## config.mk

```make
export PLATFORM = sky130hd
export DESIGN_NAME = csma_backoff_retry_controller_top_flat
export DESIGN_NICKNAME = d
export VERILOG_FILES = /design/src/rtl/csbr_pkg.sv /design/src/rtl/csbr_if.sv /design/src/rtl/csma_backoff_retry_controller_top.sv /design/src/rtl/csbr_ctrl.sv /design/src/rtl/csbr_datapath.sv /design/src/flat_wrapper.sv
export SDC_FILE = /design/constraint.sdc
export NUM_CORES = 1
export LEC_CHECK = 0
export BUFFER_PORTS_ARGS = -buffer_cell sky130_fd_sc_hd__buf_2
export CAP_MARGIN = 20
export CORE_UTILIZATION = 56
export CTS_BUF_LIST = sky130_fd_sc_hd__clkbuf_8
export CTS_CLUSTER_SIZE = 30
export DETAILED_ROUTE_END_ITERATION = 12
export PLACE_DENSITY = 0.79
export SYNTH_ARGS = -nofsm -noshare
export SYNTH_HDL_FRONTEND = slang
export SYNTH_SLANG_ARGS = --single-unit
```

## constraint.sdc

```tcl
create_clock -name clk -period 3.5 [get_ports clk]
set_input_delay 0.875 -clock clk [delete_from_list [all_inputs] [get_ports clk]]
set_output_delay 0.875 -clock clk [all_outputs]
set_load 0.1 [all_outputs]
```

## src/rtl/csbr_pkg.sv

```systemverilog
package csbr_pkg;

    // Field widths
    localparam int PERIOD_W = 16;
    localparam int EXP_W    = 4;
    localparam int COLL_W   = 8;
    localparam int STAT_W   = 3;
    localparam int TXCNT_W  = 5;
    localparam int LEN_W    = 8;
    localparam int RND_W    = 16;
    localparam int ACT_W    = 2;
    localparam int DELAY_W  = 24;
    localparam int CFG_IDX_W  = 2;
    localparam int CFG_DATA_W = PERIOD_W;

    // Widest exponent is 2^EXP_W - 1, so (2^BE - 1) * period fits in this width
    localparam int MAXD_W   = PERIOD_W + (1 << EXP_W) - 1;

    // One remainder bit per step over the random value
    localparam int DIV_STEPS = RND_W;
    localparam int STEP_W    = $clog2(DIV_STEPS);

    // Register reset values
    localparam logic [PERIOD_W-1:0] PERIOD_RST = 16'd128;
    localparam logic [EXP_W-1:0]    EXP_RST    = 4'd4;
    localparam logic [COLL_W-1:0]   COLL_RST   = 8'd10;
    localparam logic [COLL_W-1:0]   COLL_SAT   = 8'd255;

    // Configuration register indexes
    typedef enum logic [CFG_IDX_W-1:0] {
        CFG_BACKOFF_PERIOD = 2'd0,
        CFG_MAX_EXPONENT   = 2'd1,
        CFG_MAX_COLLISIONS = 2'd2
    } cfg_index_t;

    // Report kinds
    typedef enum logic {
        KIND_LOAD   = 1'b0,
        KIND_REPORT = 1'b1
    } kind_t;

    // Transmit status codes; unlisted codes count as other error
    typedef enum logic [STAT_W-1:0] {
        ST_OK        = 3'd0,
        ST_NO_ACK    = 3'd1,
        ST_COLLISION = 3'd2,
        ST_DEFERRED  = 3'd3,
        ST_OTHER     = 3'd4
    } tx_status_t;

    // Result actions
    typedef enum logic [ACT_W-1:0] {
        ACT_NONE  = 2'd0,
        ACT_RETRY = 2'd1,
        ACT_OK    = 2'd2,
        ACT_DROP  = 2'd3
    } action_t;

    // Controller to datapath
    typedef struct packed {
        logic accept;
        logic load_maxd;
        logic div_step;
        logic emit;
    } csbr_cmd_t;

    // Datapath to controller
    typedef struct packed {
        logic need_backoff;
        logic out_free;
    } csbr_stat_t;

endpackage

```

## src/rtl/csbr_if.sv

```systemverilog
// Report channel: one load or transmit result per beat
interface csbr_in_if;
    logic                          valid;
    logic                          ready;
    logic                          kind;
    logic [csbr_pkg::STAT_W-1:0]   tx_status;
    logic [csbr_pkg::TXCNT_W-1:0]  tx_count;
    logic [csbr_pkg::LEN_W-1:0]    frame_length;
    logic [csbr_pkg::RND_W-1:0]    random_value;

    modport source (
        output valid, kind, tx_status, tx_count, frame_length, random_value,
        input  ready
    );
    modport sink (
        input  valid, kind, tx_status, tx_count, frame_length, random_value,
        output ready
    );
endinterface

// Result channel: one result per beat
interface csbr_out_if;
    logic                          valid;
    logic                          ready;
    logic [csbr_pkg::ACT_W-1:0]    action;
    logic [csbr_pkg::DELAY_W-1:0]  delay_ticks;
    logic [csbr_pkg::COLL_W-1:0]   collision_total;
    logic [csbr_pkg::LEN_W-1:0]    held_length;

    modport source (
        output valid, action, delay_ticks, collision_total, held_length,
        input  ready
    );
    modport sink (
        input  valid, action, delay_ticks, collision_total, held_length,
        output ready
    );
endinterface

```

## src/rtl/csma_backoff_retry_controller_top.sv

```systemverilog
// Retry controller for one cached frame with binary exponential backoff. Each report beat
// gives exactly one result beat. Loads, ok, deferred, drops and errors go from accept
// straight to the result register; a collision that schedules a retry is accepted, then
// forms (2^BE-1)*period, runs the bit-serial remainder over the 16-bit random value and
// registers the result. A new report is taken only once the previous result is
// in the output register, which may still be waiting on the sink. Configuration writes
// (index 0 period, 1 max exponent, 2 max collisions) must be issued while no report is in
// flight.
module csma_backoff_retry_controller_top (
    input  logic                            clk,
    input  logic                            rst_n,
    input  logic                            cfg_we,
    input  logic [csbr_pkg::CFG_IDX_W-1:0]  cfg_index,
    input  logic [csbr_pkg::CFG_DATA_W-1:0] cfg_data,
    csbr_in_if.sink                         report,
    csbr_out_if.source                      result
);

    csbr_pkg::csbr_cmd_t  cmd;
    csbr_pkg::csbr_stat_t stat;
    logic                 in_ready;

    assign report.ready = in_ready;

    // Sequencer
    csbr_ctrl u_ctrl (
        .clk      (clk),
        .rst_n    (rst_n),
        .in_valid (report.valid),
        .in_ready (in_ready),
        .stat     (stat),
        .cmd      (cmd)
    );

    // Datapath
    csbr_datapath u_datapath (
        .clk             (clk),
        .rst_n           (rst_n),
        .cfg_we          (cfg_we),
        .cfg_index       (cfg_index),
        .cfg_data        (cfg_data),
        .kind            (report.kind),
        .tx_status       (report.tx_status),
        .tx_count        (report.tx_count),
        .frame_length    (report.frame_length),
        .random_value    (report.random_value),
        .cmd             (cmd),
        .stat            (stat),
        .out_valid       (result.valid),
        .out_ready       (result.ready),
        .action          (result.action),
        .delay_ticks     (result.delay_ticks),
        .collision_total (result.collision_total),
        .held_length     (result.held_length)
    );

endmodule

```

## src/rtl/csbr_ctrl.sv

```systemverilog
// Sequencer: accept, build max delay, run remainder steps, emit result
module csbr_ctrl (
    input  logic                 clk,
    input  logic                 rst_n,
    input  logic                 in_valid,
    output logic                 in_ready,
    input  csbr_pkg::csbr_stat_t stat,
    output csbr_pkg::csbr_cmd_t  cmd
);

    typedef enum logic [3:0] {
        S_IDLE = 4'b0001,
        S_MAXD = 4'b0010,
        S_DIV  = 4'b0100,
        S_EMIT = 4'b1000
    } state_t;

    state_t                        state_reg, state_next;
    logic [csbr_pkg::STEP_W-1:0]   step_reg, step_next;

    localparam logic [csbr_pkg::STEP_W-1:0] LAST_STEP =
        csbr_pkg::STEP_W'(csbr_pkg::DIV_STEPS - 1);

    assign in_ready = (state_reg == S_IDLE);

    // Next state and commands
    always_comb
    begin
        state_next    = state_reg;
        step_next     = step_reg;
        cmd.accept    = 1'b0;
        cmd.load_maxd = 1'b0;
        cmd.div_step  = 1'b0;
        cmd.emit      = 1'b0;
        unique case (state_reg)
            S_IDLE:
            begin
                if (in_valid)
                begin
                    cmd.accept = 1'b1;
                    state_next = stat.need_backoff ? S_MAXD : S_EMIT;
                end
            end
            S_MAXD:
            begin
                cmd.load_maxd = 1'b1;
                step_next     = '0;
                state_next    = S_DIV;
            end
            S_DIV:
            begin
                cmd.div_step = 1'b1;
                step_next    = step_reg + 1'b1;
                if (step_reg == LAST_STEP)
                begin
                    state_next = S_EMIT;
                end
            end
            S_EMIT:
            begin
                if (stat.out_free)
                begin
                    cmd.emit   = 1'b1;
                    state_next = S_IDLE;
                end
            end
            default:
            begin
                state_next = S_IDLE;
            end
        endcase
    end

    always_ff @(posedge clk or negedge rst_n)
    begin
        if (!rst_n)
        begin
            state_reg <= S_IDLE;
            step_reg  <= '0;
        end
        else
        begin
            state_reg <= state_next;
            step_reg  <= step_next;
        end
    end

endmodule

```

## src/rtl/csbr_datapath.sv

```systemverilog
// Config, frame state, backoff arithmetic and the result register
module csbr_datapath (
    input  logic                            clk,
    input  logic                            rst_n,
    input  logic                            cfg_we,
    input  logic [csbr_pkg::CFG_IDX_W-1:0]  cfg_index,
    input  logic [csbr_pkg::CFG_DATA_W-1:0] cfg_data,
    input  logic                            kind,
    input  logic [csbr_pkg::STAT_W-1:0]     tx_status,
    input  logic [csbr_pkg::TXCNT_W-1:0]    tx_count,
    input  logic [csbr_pkg::LEN_W-1:0]      frame_length,
    input  logic [csbr_pkg::RND_W-1:0]      random_value,
    input  csbr_pkg::csbr_cmd_t             cmd,
    output csbr_pkg::csbr_stat_t            stat,
    output logic                            out_valid,
    input  logic                            out_ready,
    output logic [csbr_pkg::ACT_W-1:0]      action,
    output logic [csbr_pkg::DELAY_W-1:0]    delay_ticks,
    output logic [csbr_pkg::COLL_W-1:0]     collision_total,
    output logic [csbr_pkg::LEN_W-1:0]      held_length
);

    localparam int MAXD_W = csbr_pkg::MAXD_W;
    localparam int RND_W  = csbr_pkg::RND_W;

    // Configuration
    logic [csbr_pkg::PERIOD_W-1:0] period_reg;
    logic [csbr_pkg::EXP_W-1:0]    max_exp_reg;
    logic [csbr_pkg::COLL_W-1:0]   max_coll_reg;

    // Frame state
    logic [csbr_pkg::COLL_W-1:0]   coll_reg, coll_next;
    logic [csbr_pkg::LEN_W-1:0]    len_reg, len_next;

    // Work registers
    csbr_pkg::action_t             act_reg, act_next;
    logic [csbr_pkg::EXP_W-1:0]    be_reg, be_next;
    logic [RND_W-1:0]              dvd_reg;
    logic [RND_W-1:0]              rem_reg;
    logic [MAXD_W-1:0]             maxd_reg;

    // Result register
    logic                          out_valid_reg;
    csbr_pkg::action_t             out_act_reg;
    logic [csbr_pkg::DELAY_W-1:0]  out_delay_reg;
    logic [csbr_pkg::COLL_W-1:0]   out_coll_reg;
    logic [csbr_pkg::LEN_W-1:0]    out_len_reg;

    logic [csbr_pkg::COLL_W:0]     coll_sum;
    logic [csbr_pkg::COLL_W-1:0]   coll_sat;
    logic [RND_W:0]                rem_shift;
    logic                          rem_ge;
    logic [RND_W:0]                delay_sum;
    logic [csbr_pkg::DELAY_W-1:0]  delay_val;

    // Configuration writes; indexes beyond the list are ignored
    always_ff @(posedge clk or negedge rst_n)
    begin
        if (!rst_n)
        begin
            period_reg   <= csbr_pkg::PERIOD_RST;
            max_exp_reg  <= csbr_pkg::EXP_RST;
            max_coll_reg <= csbr_pkg::COLL_RST;
        end
        else if (cfg_we)
        begin
            unique case (cfg_index)
                csbr_pkg::CFG_BACKOFF_PERIOD: period_reg   <= cfg_data;
                csbr_pkg::CFG_MAX_EXPONENT:   max_exp_reg  <= cfg_data[csbr_pkg::EXP_W-1:0];
                csbr_pkg::CFG_MAX_COLLISIONS: max_coll_reg <= cfg_data[csbr_pkg::COLL_W-1:0];
                default: ;
            endcase
        end
    end

    // Saturating collision total
    assign coll_sum = {1'b0, coll_reg} + {{(csbr_pkg::COLL_W + 1 - csbr_pkg::TXCNT_W){1'b0}},
                                          tx_count};
    assign coll_sat = coll_sum[csbr_pkg::COLL_W] ? csbr_pkg::COLL_SAT
                                                 : coll_sum[csbr_pkg::COLL_W-1:0];

    // Decode of an accepted beat
    always_comb
    begin
        coll_next = coll_reg;
        len_next  = len_reg;
        act_next  = csbr_pkg::ACT_NONE;
        be_next   = be_reg;
        if (kind == csbr_pkg::KIND_LOAD)
        begin
            len_next  = frame_length;
            coll_next = '0;
        end
        else
        begin
            unique case (tx_status)
                csbr_pkg::ST_OK:
                begin
                    len_next  = '0;
                    coll_next = '0;
                    act_next  = csbr_pkg::ACT_OK;
                end
                csbr_pkg::ST_DEFERRED:
                begin
                    act_next = csbr_pkg::ACT_NONE;
                end
                csbr_pkg::ST_COLLISION:
                begin
                    if (coll_sat > max_coll_reg)
                    begin
                        len_next  = '0;
                        coll_next = '0;
                        act_next  = csbr_pkg::ACT_DROP;
                    end
                    else
                    begin
                        coll_next = coll_sat;
                        act_next  = csbr_pkg::ACT_RETRY;
                        // BE = min(count, max exponent)
                        be_next   = (coll_sat < {{(csbr_pkg::COLL_W - csbr_pkg::EXP_W){1'b0}},
                                                 max_exp_reg})
                                    ? coll_sat[csbr_pkg::EXP_W-1:0] : max_exp_reg;
                    end
                end
                default:
                begin
                    // no ack and any other error drop the frame
                    len_next  = '0;
                    coll_next = '0;
                    act_next  = csbr_pkg::ACT_DROP;
                end
            endcase
        end
    end

    assign stat.need_backoff = (act_next == csbr_pkg::ACT_RETRY);
    assign stat.out_free     = !out_valid_reg || out_ready;

    // One restoring remainder step
    assign rem_shift = {rem_reg, dvd_reg[RND_W-1]};
    assign rem_ge    = {{(MAXD_W - RND_W - 1){1'b0}}, rem_shift} >= maxd_reg;

    // delay = period/2 + random mod maxd for a retry; zero for other actions or when maxd is zero
    assign delay_sum = {2'b00, period_reg[csbr_pkg::PERIOD_W-1:1]} + {1'b0, rem_reg};
    always_comb
    begin
        delay_val = '0;
        if (act_reg == csbr_pkg::ACT_RETRY && maxd_reg != '0)
        begin
            delay_val = csbr_pkg::DELAY_W'(delay_sum);
        end
    end

    // Frame state and work registers
    always_ff @(posedge clk or negedge rst_n)
    begin
        if (!rst_n)
        begin
            coll_reg <= '0;
            len_reg  <= '0;
        end
        else if (cmd.accept)
        begin
            coll_reg <= coll_next;
            len_reg  <= len_next;
        end
    end

    always_ff @(posedge clk)
    begin
        if (cmd.accept)
        begin
            act_reg <= act_next;
            be_reg  <= be_next;
            dvd_reg <= random_value;
        end
        else if (cmd.div_step)
        begin
            dvd_reg <= {dvd_reg[RND_W-2:0], 1'b0};
            rem_reg <= rem_ge ? RND_W'(rem_shift - maxd_reg[RND_W:0]) : rem_shift[RND_W-1:0];
        end
        if (cmd.load_maxd)
        begin
            // (2^BE - 1) * period as a shift and subtract
            maxd_reg <= (MAXD_W'(period_reg) << be_reg) - MAXD_W'(period_reg);
            rem_reg  <= '0;
        end
    end

    // Result register
    always_ff @(posedge clk or negedge rst_n)
    begin
        if (!rst_n)
        begin
            out_valid_reg <= 1'b0;
        end
        else if (cmd.emit)
        begin
            out_valid_reg <= 1'b1;
        end
        else if (out_ready)
        begin
            out_valid_reg <= 1'b0;
        end
    end

    always_ff @(posedge clk)
    begin
        if (cmd.emit)
        begin
            out_act_reg   <= act_reg;
            out_delay_reg <= delay_val;
            out_coll_reg  <= coll_reg;
            out_len_reg   <= len_reg;
        end
    end

    assign out_valid       = out_valid_reg;
    assign action          = out_act_reg;
    assign delay_ticks     = out_delay_reg;
    assign collision_total = out_coll_reg;
    assign held_length     = out_len_reg;

endmodule
```

## src/flat_wrapper.sv

```systemverilog
// flat-port wrapper written by rule: the top's interface ports become plain ports
module csma_backoff_retry_controller_top_flat 
  (clk, rst_n, cfg_we, cfg_index, cfg_data, report_valid, report_kind, report_tx_status, report_tx_count, report_frame_length, report_random_value, report_ready, result_valid, result_action, result_delay_ticks, result_collision_total, result_held_length, result_ready);
  csbr_in_if report_i ();
  csbr_out_if result_i ();
  input  logic clk;
  input  logic rst_n;
  input  logic cfg_we;
  input  logic [csbr_pkg::CFG_IDX_W-1:0] cfg_index;
  input  logic [csbr_pkg::CFG_DATA_W-1:0] cfg_data;
  input wire logic [$bits(report_i.valid)-1:0] report_valid;
  input wire logic [$bits(report_i.kind)-1:0] report_kind;
  input wire logic [$bits(report_i.tx_status)-1:0] report_tx_status;
  input wire logic [$bits(report_i.tx_count)-1:0] report_tx_count;
  input wire logic [$bits(report_i.frame_length)-1:0] report_frame_length;
  input wire logic [$bits(report_i.random_value)-1:0] report_random_value;
  output wire logic [$bits(report_i.ready)-1:0] report_ready;
  output wire logic [$bits(result_i.valid)-1:0] result_valid;
  output wire logic [$bits(result_i.action)-1:0] result_action;
  output wire logic [$bits(result_i.delay_ticks)-1:0] result_delay_ticks;
  output wire logic [$bits(result_i.collision_total)-1:0] result_collision_total;
  output wire logic [$bits(result_i.held_length)-1:0] result_held_length;
  input wire logic [$bits(result_i.ready)-1:0] result_ready;
  assign report_i.valid = report_valid;
  assign report_i.kind = report_kind;
  assign report_i.tx_status = report_tx_status;
  assign report_i.tx_count = report_tx_count;
  assign report_i.frame_length = report_frame_length;
  assign report_i.random_value = report_random_value;
  assign report_ready = report_i.ready;
  assign result_valid = result_i.valid;
  assign result_action = result_i.action;
  assign result_delay_ticks = result_i.delay_ticks;
  assign result_collision_total = result_i.collision_total;
  assign result_held_length = result_i.held_length;
  assign result_i.ready = result_ready;
  csma_backoff_retry_controller_top u_core (.clk(clk), .rst_n(rst_n), .cfg_we(cfg_we), .cfg_index(cfg_index), .cfg_data(cfg_data), .report(report_i), .result(result_i));
endmodule
```

# Word level (Yosys, flattened, before mapping)
# Cells that the tools add are included.
dict set report word_totals {
  reg_bits 164
  in_bits 56
  out_inout_bits 44
  elab_cells 90
}
dict set report op_classes {
  addsub 5
  n_lt_le_gt_ge 3
  n_eq_ne 16
  shift 1
  muxes 28
  bitwise 2
  n_reduce_logical 17
}
# cell count
set op_table {}
lappend op_table {{2-to-1 mux 16 bit} 3}
lappend op_table {{2-to-1 mux 8 bit} 5}
lappend op_table {{one-hot mux 8 bit (2 select lines)} 2}
lappend op_table {{greater-or-equal comparator 17 x 31 -> 1 bit} 1}
lappend op_table {{nonzero test 31 bit} 1}
lappend op_table {{<< shifter 16 x 4 -> 31 bit} 1}
lappend op_table {{subtractor 31 x 16 -> 31 bit} 1}
lappend op_table {{2-to-1 mux 4 bit} 5}
lappend op_table {{adder 15 x 16 -> 17 bit} 1}
lappend op_table {{one-hot mux 4 bit (4 select lines)} 1}
lappend op_table {{subtractor 16 bit} 1}
lappend op_table {{AND reduction 2 bit} 5}
lappend op_table {{adder 8 x 5 -> 9 bit} 1}
lappend op_table {{== test 4 bit (second input constant)} 2}
lappend op_table {{> comparator 8 bit} 1}
lappend op_table {{less-than comparator 8 x 4 -> 1 bit} 1}
lappend op_table {{2-to-1 mux 1 bit} 8}
lappend op_table {{one-hot mux 4 bit (2 select lines)} 1}
lappend op_table {{== test 2 x 1 -> 1 bit (second input constant)} 3}
lappend op_table {{== test 3 x 2 -> 1 bit (second input constant)} 2}
lappend op_table {{!= test 2 bit (second input constant)} 3}
lappend op_table {{one-hot mux 2 bit (3 select lines)} 1}
lappend op_table {{AND reduction 3 bit} 2}
lappend op_table {{nonzero test 2 bit} 3}
lappend op_table {{15 further kinds} 17}

# Longest topological paths before layout
# Gate-level depths: netlist of run 1.
dict set report logic_depth {
  depth_word 10
  mapped_depth 17
  ltp_nobuf 16
}

# Hierarchy
# From an unflattened synthesis of run 1, not the netlist that was laid out.
dict set report hier_totals {
  hier_cells 999
  area_unflattened_um2 10097.2
}
# mod instances cells_per_inst area_each_um2 seq_area_each_um2
set by_module_without_submodules {}
lappend by_module_without_submodules {csbr_datapath 1 959 9641.7 4093.9}
lappend by_module_without_submodules {csbr_ctrl 1 40 455.4 201.4}

# Worst setup path after synthesis of run 1
# No wires, ideal clock.
dict set report synth_path {
  kind {input port to flip-flop}
  startpoint {input port report_tx_count[0]}
  endpoint {register u_core.u_datapath.be_reg[0] in the netlist's numbering, enable pin}
  setup_time_ps 376
  t_arrival_ps 4013
  required_time_ps 3124
  path_slack_ps -889
  stages 15
  cell_sequence {ha_1 fa_1 a21oi_1 o21bai_1 a21oi_1 or2_2 nand2b_1 ha_1 nor2b_1 o21a_1 o21ai_0 a21oi_1 o22a_1 or3_1 nor2_1}
}
dict set report synth_via {
  elab_chain_cells 5
}
# element line
set synth_lines {}
lappend synth_lines {{start, declared} flat_wrapper.sv:14} ;# input wire logic [$bits(report_i.tx_count)-1:0] report_tx_count;
lappend synth_lines {{adder 8 x 5 -> 9 bit} csbr_datapath.sv:77} ;# assign coll_sum = {1'b0, coll_reg} + {{(csbr_pkg::COLL_W + 1 - csbr_pkg::TXCNT_W){1'b0}},
lappend synth_lines {{2-to-1 mux 8 bit} csbr_datapath.sv:79} ;# assign coll_sat = coll_sum[csbr_pkg::COLL_W] ? csbr_pkg::COLL_SAT
lappend synth_lines {{> comparator 8 bit} csbr_datapath.sv:109} ;# if (coll_sat > max_coll_reg)
lappend synth_lines {{NOT 1 bit (no source line)} --}
lappend synth_lines {{AND reduction 4 bit (no source line)} --}
lappend synth_lines {{end signal, assigned} csbr_datapath.sv:174} ;# be_reg <= be_next;
lappend synth_lines {{end, declared} csbr_datapath.sv:37} ;# logic [csbr_pkg::EXP_W-1:0] be_reg, be_next;
# No other way between the ends.
# A chain may end at the register's enable or synchronous reset.

# Worst setup path in the final report of run 1
dict set report layout_path {
  startpoint {register u_core.u_datapath.be_reg[0] in the netlist's numbering}
  endpoint {register u_core.u_datapath.maxd_reg[25] (data pin)}
}
dict set report layout_via {
  elab_chain_cells 2
}
# element line
set layout_lines {}
lappend layout_lines {{<< shifter 16 x 4 -> 31 bit} csbr_datapath.sv:185} ;# maxd_reg <= (MAXD_W'(period_reg) << be_reg) - MAXD_W'(period_reg);
lappend layout_lines {{subtractor 31 x 16 -> 31 bit} csbr_datapath.sv:185}
lappend layout_lines {{end signal, assigned} csbr_datapath.sv:185}
lappend layout_lines {{end, declared} csbr_datapath.sv:40} ;# logic [MAXD_W-1:0] maxd_reg;
# No other way between the ends.

==> results of run 1 <==
cell usage in the layout (no fill, tap or decap), types with 12 or more instances in the layout:
cell,synthesis,layout
edfxtp_1,88,88
nand3_1,15,15
a21oi_2,0,12
buf_4,8,130
nand2_1,83,77
ha_4,0,12
a21o_1,26,26
mux2i_1,17,14
inv_1,69,68
nor2_1,81,74
dfxtp_1,16,16
clkbuf_8,0,17
xor2_1,20,20
buf_2,4,90
mux2_2,37,35
nor3_1,38,34
nor4_1,16,15
ha_1,65,49
o21ai_0,61,54
dfrtp_1,48,48
xnor2_1,25,25
a21oi_1,48,32
buf_6,1,12
power by group through the flow:
stage,combinational (mW),sequential [mW],clock (mW)
floorplan,1.52,3.14,0
detailed placement,2.92,2.60,0
global route,3.58,2.61,1.43
finish,3.38,2.59,1.35
global placement,2.85,2.59,0
CTS,3.05,2.56,1.35
routing by layer:
layer | global-route usage (%) | part of all wire [%] | vias up
met4 | 10.8 | 5.0 | 0
met5 | 0 | 0 | -
li1 | - | - | 4095
met1 | 38.1 | 39 | 4370
met3 | 4.90 | 8.5 | 140
met2 | 49.8 | 48 | 530
metrics by stage:
stage                     setup slack (ns)  area, sq um  std cells
after global placement              -0.659        11600       1399
final                               -0.330        12800       1458
after CTS                          -0.0950        12200       1442
after global routing                -0.371        12800       1458
after floorplan                     -0.360        10100       1003
after detailed placement            -0.755        11600       1399
kinds of logic (layout without fill, tap and decap cells):
group	after synthesis	count (layout)	share of synthesized area (%)
and+or+nand+nor	318	318	15.7
buffers and inverters	109	339	4.52
adders and majority gates	69	69	8.93
xor gates and xnor gates	45	45	3.94
AOI/OAI and AO/OA	228	228	15.0
DFF	157	157	43.0
muxes	70	70	8.91
other	1	7	0.0375
repair_timing:
action,CTS,global route
pin swaps,22,54
buffers inserted,10,17
gates resized for setup,37,87
endpoints found under the setup margin,37,42
gates cloned,1,1
final timing paths:
path                       depth (start not counted)                               end                         start  slack (ns)
max                                               19    u_core.u_datapath.maxd_reg[25]   u_core.u_datapath.be_reg[0]       -0.33
max reg2reg                                       19    u_core.u_datapath.maxd_reg[25]   u_core.u_datapath.be_reg[0]       -0.33
min                                                1     u_core.u_datapath.coll_reg[6]                         rst_n        0.42
min in group clk                                   0  u_core.u_datapath.held_length[1]  u_core.u_datapath.len_reg[1]        0.46
max in group asynchronous                          2  u_core.u_datapath.max_exp_reg[2]                         rst_n        2.19
min reg2reg                                        0  u_core.u_datapath.held_length[1]  u_core.u_datapath.len_reg[1]        0.46
cell type report:
type	instances	area [sq um]
Tap cell	225	282
Clock buffer	17	234
Inverter	71	267
Multi-Input combinational cell	737	5900
Clock inverter	15	156
Timing Repair Buffer	236	1630
Sequential cell	157	4300
Fill cell	1108	4590
==> results.toml, run 1 <==
[outcome]
violations = "negative setup slack"
status = "finished with violations"

[worst_setup_path]
crit_chain = "buf_6 > buf_8 > mux2i_4 > nand2_1 > o21ai_0 > buf_4 > nor2_1 > nor2_1 > buf_4 > buf_4 > a21oi_1 > ha_2 > nor2_1 > o21ai_2 > o32ai_2 > buf_4 > o2111ai_4 > o311a_1 > or2_1"
critPathMaxStageDelay_ns = 0.46
cp.arrival_ns = 4.06
path_common_cell = "buf_4"
cp_num_buf_inv = 6
cp-start-kind = "flop"
critPathSlowestCell = "edfxtp_1"
cp-end-kind = "flop"
crit_path_max_fanout = 6
crit_required_ns = 3.73
critical_path.top_delay_family = "compound AO/OA/AOI/OAI gates"
critPathKind = "flop to flop"

[routing]
dr.pass1.iters = 6
ant_nets = 0
drc = 0
vias = 9135
drtIter0Drc = 988
avgRoutedWirePerCell_microns = 20.0
vias_per_cell = 6.27
wirelength_microns = 29100

[synth]
async_reset_ff_share_pct = 33.8
synthesis.area_sq_um = 10000
syn_avg_cell_area_sq_um = 10.0
synth_top_area_cell = "edfxtp_1"
synth_seq_cells = 157
synth_cells = 997
synth_area_leaders = "edfxtp_1 (26%), dfrtp_1 (12%), ha_1 (8.1%)"
ys_seq_area_share_pct = 43.0
ys_warn_count = 0
synth_edf_count = 88
yosys-top-cells-count = "edfxtp_1 (88), nand2_1 (83), nor2_1 (81)"
ys.flop_type = "edfxtp_1"
synth.most_common_cell = "edfxtp_1"
yosys.area.top_type_share_pct = 26.4
yosysUniqueCellTypes = 78

[grt]
grt_pass1_wl_microns = 41300
antenna_found_initial = 0
grt_start_max_net_pins = 39
grt_pass1_vias = 8201
overflow = 0
grtUsageTotal_pct = 29.5

[floorplanning]
chipWidth_microns = 136
core_sq_um = 17400
die_y_microns = 136
dieArea_sq_um = 18400
io_pins = 100
initial_core_util_pct = 57.6
num_rows = 48

[timing]
rsz0062_at_grt = "true"
fin_tns_setup_ns = -6.08
hold_ws_ns = 0.425
tightest_slew_ns = 0.845
relSlewSlack_pct = 43.3
maxSlewViolCount = 0
setup_viol = 38
fin_ws_ns = -0.330
fin_skew_ns = 0.0192
clock.fmax_ghz = 0.261
final-hold-violation-count = 0
period_minus_slack_ns = 3.83
min_period_over_period_pct = 109

[pwr]
seqPwrFrac_pct = 35.3
switching_share_pct = 42.1
p_leak_nw = 5.62
combPwrFrac_pct = 46.2
clock_power_share_pct = 18.5
ir_drop_uv = 509
intPower_mw = 4.24
power_switching_mw = 3.08
p_total_mw = 7.32
power_density_nw_per_um2 = 573

[placement]
dp_hpwl_microns = 19300
globalplace.congestion = 0.946
io_buffers = 92

[final_layout]
drive_gt1_share_pct = 34.5
area_growth_pct = 27.6
largest_register_ffs = 31
final_util_pct = 73.6
n_antenna_cell = 0
final_nets = 1345

[clock_tree]
clock_path_buffers = 2
cts_hold_buf = 0
cts_htree_levels = 4
cts_root_buf = "clkbuf_8"
numCtsBuffers = 17
insertion_delay_ns = 0.48
cts_tree = "done"
cts.sinks = 157
clkTransAtPathRegs_ns = 0.10

[flow_run]
drv_cap = 0

[worst_hold_path]
hp-class = "primary input to asynchronous set/reset pin"
Note: power is estimated with default switching activity, not from simulation.
==> run 2, diff against run 1 <==
Settings changed: ABC_AREA set to 1, CORE_ASPECT_RATIO set to 0.7.
==> results.toml, run 2 <==
[synth]
yosys.area.top_type_share_pct = 24.6
synth_seq_cells = 157
yosys-top-cells-count = "nand2_1 (420), inv_1 (214), nor2_1 (124)"
synth_edf_count = 88
syn_avg_cell_area_sq_um = 7.44
ys.flop_type = "edfxtp_1"
synth_area_leaders = "edfxtp_1 (25%), nand2_1 (15%), dfrtp_1 (11%)"
async_reset_ff_share_pct = 33.8
synth_top_area_cell = "edfxtp_1"
ys_seq_area_share_pct = 40.0
synth_cells = 1443
yosysUniqueCellTypes = 52
synthesis.area_sq_um = 10700
ys_warn_count = 0
synth.most_common_cell = "nand2_1"

[floorplanning]
io_pins = 100
chipWidth_microns = 167
dieArea_sq_um = 19700
core_sq_um = 18400
die_y_microns = 118
num_rows = 41
initial_core_util_pct = 58.5

[placement]
io_buffers = 92
globalplace.congestion = 0.974
dp.cells = 1779
dp_hpwl_microns = 22600

[timing]
period_minus_slack_ns = 3.26
relSlewSlack_pct = 46.5
clock.fmax_ghz = 0.307
hold_ws_ns = 0.388
setup_viol = 0
maxSlewViolCount = 0
final-hold-violation-count = 0
fin_skew_ns = 0.0172
rsz0062_at_grt = "false"
tightest_slew_ns = 0.799
min_period_over_period_pct = 93.2

[outcome]
status = "completed"

[worst_setup_path]
crit_path_max_fanout = 6
cp-start-kind = "primary input"
critPathMaxStageDelay_ns = 0.42
path_common_cell = "nand2_1"
crit_required_ns = 3.69
crit_chain = "buf_2 > ha_1 > fa_1 > nand3_1 > nand2_1 > nand2_1 > nand2_1 > a21oi_1 > o21ai_0 > ha_1 > nand2_1 > nor2_1 > nand3_1 > o21ai_2 > nand3_2 > inv_2"
critPathKind = "primary input to flop"
critPathSlowestCell = "fa_1"
cp-end-kind = "flop"
cp.arrival_ns = 3.46

[clock_tree]
numCtsBuffers = 17
clkTransAtPathRegs_ns = 0.11
cts_tree = "done"
cts_root_buf = "clkbuf_8"
clock_path_buffers = 2
cts_htree_levels = 4
insertion_delay_ns = 0.49
cts.sinks = 157
cts_hold_buf = 0

[pwr]
p_leak_nw = 6.18
power_density_nw_per_um2 = 651
ir_drop_uv = 296

[routing]
vias = 10000
drc = 0
drtIter0Drc = 1102
avgRoutedWirePerCell_microns = 16.0
wirelength_microns = 29000
ant_nets = 0
dr.pass1.iters = 5
vias_per_cell = 5.54

[flow_run]
drv_cap = 0

[final_layout]
multiInputGateArea_sq_um = 5480
largest_register_ffs = 31
regArea_sq_um = 4300
layout_commonest_cell = "nand2_1"
final_cell_mix = "nand2_1 (419), inv_1 (213), nor2_1 (122)"
area_growth_pct = 12.3
drive_gt1_share_pct = 13.1
nFillCells = 1662
final_nets = 1689
n_antenna_cell = 0
final_cells = 1813

[worst_hold_path]
hp-class = "primary input to asynchronous set/reset pin"

[grt]
grt_pass1_vias = 9294
grt_pass1_wl_microns = 47200
grt_start_max_net_pins = 33
antenna_found_initial = 1
grtUsageTotal_pct = 30.3
overflow = 0
[run 2: changes by cell type after synthesis, moves of 17 or more]
cell	previous run	this run
nand2_1	83	420
inv_1	69	214
nand3_1	15	108
nor2_1	81	124
mux2_2	37	0
a21oi_1	48	82
nand4_1	7	36
nor3_1	38	10
a21o_1	26	4
mux2i_1	17	0
[run 2: per-stage QoR]
stage                     setup TNS (ns)  power [mW]  cell area [sq um]  worst slack [ns]  utilization (%)
after floorplan                        0        5.47              10800            0.0157                -
after global placement             -3.34        6.32              11600            -0.209             63.4
after detailed placement           -4.98        6.40              11600            -0.280             63.4
after CTS                              0        7.79              12000             0.198             65.5
after global routing                   0        8.38              12100           0.00103             65.6
final                                  0        7.85              12100             0.238             65.6
[run 2: where the power goes]
group	leakage (nW)	internal, mW	switching (mW)
logic	4.38	1.14	2.59
registers	1.61	2.42	0.301
clock network	0.187	0.587	0.809
[run 2: worst paths after layout]
check	startpoint	to	slack, ns	depth (start not counted)
hold / removal	rst_n	u_core.u_datapath.out_valid	0.39	1
hold reg to reg	u_core.u_datapath.act_reg[0]	u_core.u_datapath.action[0]	0.46	0
setup / recovery	report_tx_count[0]	u_core.u_datapath.be_reg[3]	0.24	16
min in group clk	u_core.u_datapath.act_reg[0]	u_core.u_datapath.action[0]	0.46	0
setup reg to reg	u_core.u_datapath.be_reg[0]	u_core.u_datapath.maxd_reg[26]	0.25	16
max in group asynchronous	rst_n	u_core.u_datapath.max_coll_reg[3]	2.33	2
[run 2: area by class of cell]
class                   count  share of cell area (%)
clock buffers              17                    1.94
clock inverters            15                    1.28
inverters                 220                    6.89
multi-input cells        1036                    45.5
flip-flops and latches    157                    35.6
well taps                 236                    2.45
repair buffers            132                    6.34
[run 2: metal layers]
metal  part of all wire (%)  GRT usage (%)  vias up
li1                       -              -     4959
met1                     48           46.1     4665
met2                     43           45.2      391
met3                    8.0           4.61       30
met4                    1.2           6.88        2
met5                  0.045              0        -
[run 2: critical path: cells and delay by family]
kind | cells | cell delay, ns
buffers and inverters | 2 | 0.23
adder cells (fa/ha/maj) | 3 | 0.95
AO/OA/AOI/OAI | 3 | 0.53
AND/OR/NAND/NOR | 8 | 0.85
[run 2: what timing repair did]
item                       4_1_cts  5_1_grt
buffers inserted                 0        0
setup endpoints to repair        0       10
gates resized for setup          0        6
hold endpoints to repair         0        0
[run 2: kinds of logic after synthesis]
family,share of synthesized area [%]
buf+inv,9.58
simple gates,28.6
other cells,0.0349
compound gates,10.8
xor+xnor,2.61
fa+ha+maj,8.32
flops,40.0
==> run 3, diff against run 2 <==
Settings changed: RECOVER_POWER set to 50.
==> results.toml, run 3 (synthesis gave the netlist of run 2 again) <==
[floorplanning]
initial_core_util_pct = 58.5
chipWidth_microns = 167
num_rows = 41
die_y_microns = 118
io_pins = 100
core_sq_um = 18400
dieArea_sq_um = 19700

[final_layout]
final_nets = 1689
area_growth_pct = 11.6
nFillCells = 1684
final_cell_mix = "nand2_1 (419), inv_1 (213), nor2_1 (123)"
drive_gt1_share_pct = 11.1
largest_register_ffs = 31
layout_commonest_cell = "nand2_1"
n_antenna_cell = 0

[clock_tree]
cts.sinks = 157
numCtsBuffers = 17
clkTransAtPathRegs_ns = 0.10
insertion_delay_ns = 0.49
cts_setup_buffers = 0
cts_root_buf = "clkbuf_8"
cts_hold_buf = 0
clock_path_buffers = 2
cts_tree = "done"
cts_htree_levels = 4

[worst_setup_path]
path_common_cell = "nand2_1"
cp.arrival_ns = 3.50
crit_required_ns = 3.73
cp-start-kind = "flop"
critPathSlowestCell = "edfxtp_1"
critPathMaxStageDelay_ns = 0.40
critPathKind = "flop to flop"
cp-end-kind = "flop"
crit_chain = "buf_4 > nand2_1 > o21ai_0 > nand2_1 > nor2_1 > a31oi_1 > o21ai_0 > ha_1 > nand2_1 > nor2_1 > and3_1 > nand2_1 > nand2_1 > nand4_1 > nand4_1 > nand2_1"
crit_path_max_fanout = 19

[placement]
dp_hpwl_microns = 22600
globalplace.congestion = 0.974
post-place-ws_ns = -0.280
io_buffers = 92

[grt]
grt_pass1_vias = 9294
grt_start_max_net_pins = 33
overflow = 0
grt_pass1_wl_microns = 47200
antenna_found_initial = 1
grtUsageTotal_pct = 30.3

[worst_hold_path]
hp-class = "flop to flop"

[timing]
fin_tns_setup_ns = 0
setup_viol = 0
clock.fmax_ghz = 0.306
fin_ws_ns = 0.231
fin_skew_ns = 0.0168
rsz0062_at_grt = "false"
relSlewSlack_pct = -47.6
tightest_slew_ns = 2.20
maxSlewViolCount = 18
min_period_over_period_pct = 93.4
hold_ws_ns = 0.459
period_minus_slack_ns = 3.27
final-hold-violation-count = 0

[routing]
ant_nets = 0
dr.pass1.iters = 5
avgRoutedWirePerCell_microns = 16.0
wirelength_microns = 29100
drc = 0
vias_per_cell = 5.53
vias = 10000
drtIter0Drc = 1084

[pwr]
p_leak_nw = 6.09
power_density_nw_per_um2 = 652
p_total_mw = 7.81
ir_drop_uv = 294

[outcome]
status = "finished with violations"
violations = "max-capacitance violations, max-slew violations"

[flow_run]
drv_cap = 2
[run 3: changes by cell type in the layout (fill, tap and decap cells not counted), sizes merged]
cell and change:
buf -27, clkbuf +27, clkinv +2, inv -2
[run 3: layer usage]
metal / vias up / global-route usage [%] / share of wire [%]
met1: 4606 / 46.1 / 48
li1: 4962 / - / -
met2: 419 / 45.2 / 42
met5: - / 0 / 0.045
met4: 2 / 6.88 / 1.3
met3: 36 / 4.61 / 8.5
[run 3: metrics by stage]
stage,utilization (%),area [sq um],std cells
2_1_floorplan,-,10800,1449
3_3_place_gp,63.4,11600,1779
5_1_grt,65.2,12000,1813
6_report,65.2,12000,1813
4_1_cts,65.5,12000,1811
3_5_place_dp,63.4,11600,1779
[run 3: cell type report]
class	count	area [sq um]	share of cell area (%)
Clock inverter	15	154	1.28
Timing Repair Buffer	132	719	6.01
Clock buffer	17	234	1.95
Multi-Input combinational cell	1036	5450	45.5
Sequential cell	157	4300	35.9
Inverter	220	831	6.93
Tap cell	236	295	2.46
[run 3: path summary, 6_finish.rpt]
path | start | end | slack (ns) | cells after the start
min | u_core.u_datapath.act_reg[0] | u_core.u_datapath.action[0] | 0.46 | 0
max in group asynchronous | rst_n | u_core.u_datapath.max_exp_reg[3] | 1.19 | 2
max reg2reg | u_core.u_datapath.be_reg[0] | u_core.u_datapath.maxd_reg[26] | 0.23 | 16
max | u_core.u_datapath.be_reg[0] | u_core.u_datapath.maxd_reg[26] | 0.23 | 16
min in group asynchronous | rst_n | u_core.u_datapath.out_valid | 0.72 | 1
min reg2reg | u_core.u_datapath.act_reg[0] | u_core.u_datapath.action[0] | 0.46 | 0
[run 3: repair_timing]
action,CTS,global route
setup endpoints to repair,0,10
resized for setup,0,6
hold endpoints to repair,0,0
[run 3: power breakdown]
group	total, mW	internal, mW	switching (mW)
sequential	2.72	2.42	0.302
clock	1.40	0.587	0.809
combinational	3.69	1.12	2.57
[run 3: critical path: cells and delay by family (launching register included)]
kind | cells | cell delay, ns
AND/OR/NAND/NOR | 11 | 1.54
AO/OA/AOI/OAI | 3 | 0.48
flip-flops | 1 | 0.40
adder cells (fa/ha/maj) | 1 | 0.37
buffers and inverters | 1 | 0.22
